## config.mk

```make
export PLATFORM = sky130hd
export DESIGN_NAME = poc_ctrl
export DESIGN_NICKNAME = d
export VERILOG_FILES = /design/src/poc_pkg.sv /design/src/poc_ctrl.sv
export SDC_FILE = /design/constraint.sdc
export NUM_CORES = 1
export LEC_CHECK = 0
export ABC_AREA = 1
export BUFFER_PORTS_ARGS = -buffer_cell sky130_fd_sc_hd__buf_2
export CORE_AREA = 2 2 39 41
export CTS_CLUSTER_DIAMETER = 80
export CTS_CLUSTER_SIZE = 16
export DETAILED_ROUTE_END_ITERATION = 12
export DIE_AREA = 0 0 41 43
export PLACE_DENSITY = 0.38
export SLEW_MARGIN = 40
export SYNTH_ARGS = -nofsm -noshare
export SYNTH_HDL_FRONTEND = slang
export SYNTH_SLANG_ARGS = --single-unit
```

## constraint.sdc

```tcl
create_clock -name clock -period 1.3 [get_ports clock]
set_input_delay 0.39 -clock clock [delete_from_list [all_inputs] [get_ports clock]]
set_output_delay 0.39 -clock clock [all_outputs]
set_load 0.005 [all_outputs]
```

## src/poc_pkg.sv

```systemverilog
// Shared types and constants for the precedence order checker.
// Holds the controller state encoding, command/status structs and field widths.
// No dependencies.
`default_nettype none

package poc_pkg;

   localparam int PAGE_W = 7;
   localparam int SUM_W  = 24;
   localparam logic [SUM_W-1:0] SUM_MAX = 24'hFFFFFF;

   localparam logic ACTION_RULE = 1'b0;
   localparam logic ACTION_PAGE = 1'b1;

   typedef enum logic [3:0] {
      ST_CLEAR  = 4'b0001,
      ST_IDLE   = 4'b0010,
      ST_EXEC   = 4'b0100,
      ST_FINISH = 4'b1000
   } poc_state_type;

   typedef struct packed {
      logic capture;
      logic clear_write;
      logic exec;
      logic finish;
   } poc_cmd_type;

   typedef struct packed {
      logic clear_last;
      logic needs_finish;
   } poc_status_type;

endpackage

`default_nettype wire

```

## src/poc_ctrl.sv

```systemverilog
// Controller state machine of the precedence order checker.
// Depends on poc_pkg for the state encoding and the command/status structs.
`default_nettype none

module poc_ctrl (
   input  wire logic                    clock,
   input  wire logic                    reset,
   input  wire logic                    start,
   output logic                         busy,
   input  wire poc_pkg::poc_status_type status,
   output poc_pkg::poc_cmd_type         cmd
);

   import poc_pkg::*;

   poc_state_type state_ff;
   poc_state_type state_in;

   always_comb begin
      state_in = state_ff;
      cmd      = '0;
      case (state_ff)
         ST_CLEAR: begin
            cmd.clear_write = 1'b1;
            if (status.clear_last) begin
               state_in = ST_IDLE;
            end
         end
         ST_IDLE: begin
            if (start) begin
               cmd.capture = 1'b1;
               state_in    = ST_EXEC;
            end
         end
         ST_EXEC: begin
            cmd.exec = 1'b1;
            state_in = status.needs_finish ? ST_FINISH : ST_IDLE;
         end
         ST_FINISH: begin
            cmd.finish = 1'b1;
            state_in   = ST_IDLE;
         end
         default: begin
            state_in = ST_CLEAR;
         end
      endcase
   end

   always_ff @(posedge clock) begin
      if (reset) begin
         state_ff <= ST_CLEAR;
      end else begin
         state_ff <= state_in;
      end
   end

   assign busy = (state_ff != ST_IDLE);

endmodule

`default_nettype wire

```

Yosys cells after proc, flatten, opt, wreduce, memory -nomap -nowiden:

Cells that the tools add are included.

* eq/ne operators: 7
* multiplexer cells: 9
* reduce and logical (&&, ||, !) cells: 1

Operator list (number)
* case mux 4 bit (4 select lines): 1
* two-way mux 4 bit: 3
* two-way mux 1 bit: 5
* equality test 4 x 1 -> 1 bit, second input constant: 1
* equality test 4 x 2 -> 1 bit, second input constant: 1
* equality test 4 x 3 -> 1 bit, second input constant: 1
* equality test 4 bit, second input constant: 1
* != test 2 bit, second input constant: 2
* != test 4 x 2 -> 1 bit, second input constant: 1
* AND reduction 2 bit: 1

* register bits: 4
* input bits: 5
* output and inout bits: 5

Logic depth before layout (Yosys ltp):

* depth in word-level cells: 3
* depth in mapped cells: 6
* mapped depth without buffers: 6

Worst setup path before layout:

Ideal clock, no wire load.

* path kind: register to output
* start: register state_ff[1]
* end: output cmd[3] (netlist name)
* arrival time: 0.694 ns
* required time: 0.910 ns
* setup slack: 0.216 ns
* cell stages (with the launch flop): 5
* path buffers: 0
* cells stage by stage: dfxtp_1 inv_1 nor2_1 nand2_1 nor2_1

RTL lines
* start, declared: RTL line poc_ctrl.sv:16 `poc_state_type state_ff;`
* start signal, assigned: RTL line poc_ctrl.sv:53 `state_ff <= state_in;`
* end, declared: RTL line poc_ctrl.sv:11 `output poc_pkg::poc_cmd_type cmd`

==> run summary <==
commonest cells after routing, fill and taps aside = buf_2, inv_1, buf_4, nor2_4, nand3_1
Synth Net Count = 39
Int Power = 0.3158 mW
via count = 273
Root Driver = clkbuf_4
clk_lat worst skew = 0.23 ns
critical path arrival = 1.00 ns
Rel. slew slack = 0.9012
Seq pwr share = 0.368
Die H = 43 um
CP Class = reg2out
Core Region = 1384 sq um
Synth Area in Adders = 0
vias per cell = 4.015
Tightest Pin Transition = 0.1470 ns
final setup vio count = 5
clock slew seen by the registers of the worst setup and hold paths = 0.04 ns
Compound-Gate Fraction of Synth Area = 0
Crit path max-delay family = flip-flops
largest family of logic cells by synthesized area = simple AND/OR/NAND/NOR gates
startpoint types = flop
xor and xnor area share after synthesis = 0
Area growth, synth to finish = 92.26%
RR Endpoint = state_ff[0]
antenna violations before repair = 0
Avg WL per Cell = 8.838 um
worst hold start = reset
number of CTS-inserted buffers = 3
boundary pin count = 10
final period utilization = 1.070
Overflow after GRT = 0
ANT cells = 0
DP HPWL = 403.4 um
number of DRC markers in iteration 0 = 3
Pre-Repair DR Iteration Count = 4
DR DRC count = 0
VDD IR max = 0.4317 mV
final hold violations = 0
Syn Inst Count = 34
die width = 41 um
fillers = 159
crit path max fanout = 3
max incr delay on CP = 0.36 ns
Logic pwr share = 0.302
Sw Share = 0.3134
WHS Path Cells = 2
max reg flops = 4
Pleak = 0.2091 nW
Hold EP = state_ff[2]
Final #Nets = 59
clk buf depth = 2
synth warn = 0
Starting Density = 0.1519
status = finished, violations left
largest net degree at the start of global routing = 5
ANT nets after route = 0
Max-Cap Viols = 0
Pwr Density = 1138 nW/um^2
H-tree levels = 1
critical path cell sequence = inv_4 > nor2_4 > nand2_2 > nor2_1 > buf_2
die area = 1763 sq um
failing checks = negative setup slack
critical path buffer and inverter count = 2
Hold Path Class = in2reg
main area contributors after synthesis = dfxtp_1, inv_1, nand3_1
post-layout minimum cycle time = 1.391 ns
layout cell share with drive strength beyond 1 = 0.6346
slowest stage cell on the critical path = dfxtp_4
GPL Wtd Cong = 0.6724
commonest non-fill, non-tap cell in the layout = buf_2
number of global-route vias before repair = 230
I/O Buffers = 9
worst setup margin = -0.09143 ns
total clock sinks = 4
Synth top area share = 0.3810
simple-gate share of the synthesized area = 0.4583
fmax = 718.7 MHz
R2R Path Start = state_ff[0]
Total Power = 0.4599 mW
register area share after synthesis = 0.3810
Post-Syn Area per Cell = 6.182 sq um
Sw Pwr = 0.1441 mW
clock share of power = 0.330
RSZ-0062 raised after global routing = true
mux cell area share after synthesis = 0
post-synth top area cell = dfxtp_1
R2R Setup Slk = 0.21 ns
first-pass GRT wire length = 883 um
Rows = 14
gr usage total = 0.08534
Largest Register = state_ff
CTS tree = yes
Largest regs = state_ff (4)
worst reg-to-reg path cell count = 6
setup TNS = -0.2577 ns
final wirelength = 601 um
Req. time, crit path = 0.91 ns
max-slew violation count = 0
Netlist cell types = 8
Critical Path End Type = output port
clk_skew = 0.0006201 ns
post-synthesis cell area = 210.2 sq um
Seq cells post-synth = 4
## logic make-up (layout without fill, tap and decap cells)
family,after synthesis,count (layout)
flops,4,4
simple gates,21,21
buf+inv,9,27
## worst max path at each step
| stage | startpoint | end | slack (ns) | cells after the start |
|---|---|---|---|---|
| after floorplan | state_ff[1] | cmd[3] | 0.22 | 4 |
| after global placement | state_ff[3] | cmd[2] | 0.08 | 4 |
| final | state_ff[1] | cmd[3] | -0.09 | 5 |
| after detailed placement | state_ff[3] | cmd[2] | 0.1 | 4 |
| after CTS | state_ff[2] | cmd[1] | -0.11 | 5 |
| after global routing | state_ff[1] | cmd[3] | -0.14 | 5 |
## layer usage
| layer | up-vias | GRT usage | wire (um) |
|---|---|---|---|
| li1 | 144 | - | - |
| met1 | 117 | 0.1029 | 255 |
| met2 | 10 | 0.09063 | 281 |
| met3 | 2 | 0.03141 | 55 |
| met4 | 0 | 0.1200 | 9 |
| met5 | - | 0 | 0 |
## power groups by stage
stage	Clock, mW	Combinational (mW)	Sequential, mW
detailed placement	0	0.100	0.149
global route	0.174	0.153	0.172
floorplan	0	0.0649	0.147
CTS	0.162	0.105	0.154
finish	0.152	0.139	0.169
global placement	0	0.103	0.149
## metrics by stage
step	cells	hold slack, ns	util	worst slack (ns)	area (sq um)
2_1_floorplan	34	0.4668	-	0.2159	210.2
3_3_place_gp	60	0.5920	0.2043	0.07703	282.8
3_5_place_dp	60	0.5895	0.2043	0.09541	282.8
4_1_cts	64	0.3352	0.2351	-0.1094	325.3
5_1_grt	68	0.3434	0.2920	-0.1429	404.1
6_report	68	0.3432	0.2920	-0.09143	404.1
## what timing repair did
action                     4_1_cts  5_1_grt
hold buffers                     0        0
pin swaps                        0        5
setup endpoints to repair        5        5
resized for setup                6       16
setup buffers                    1        4
hold endpoints to repair         0        0
## cell usage after synthesis, drive strengths merged
master / n
nor2: 7
nand3: 6
dfxtp: 4
inv: 9
nand2: 4
nor3: 2
nand4: 2
## cell type report
cell class | count | area, sq um | share of cell area
multi-input cells | 21 | 138.9 | 0.3437
clock buffers | 3 | 22.52 | 0.05573
repair buffers | 15 | 96.34 | 0.2384
well taps | 16 | 20.02 | 0.04954
inverters | 9 | 36.28 | 0.08978
flip-flops and latches | 4 | 90.09 | 0.2229
Power figures use the tool's default switching activity.
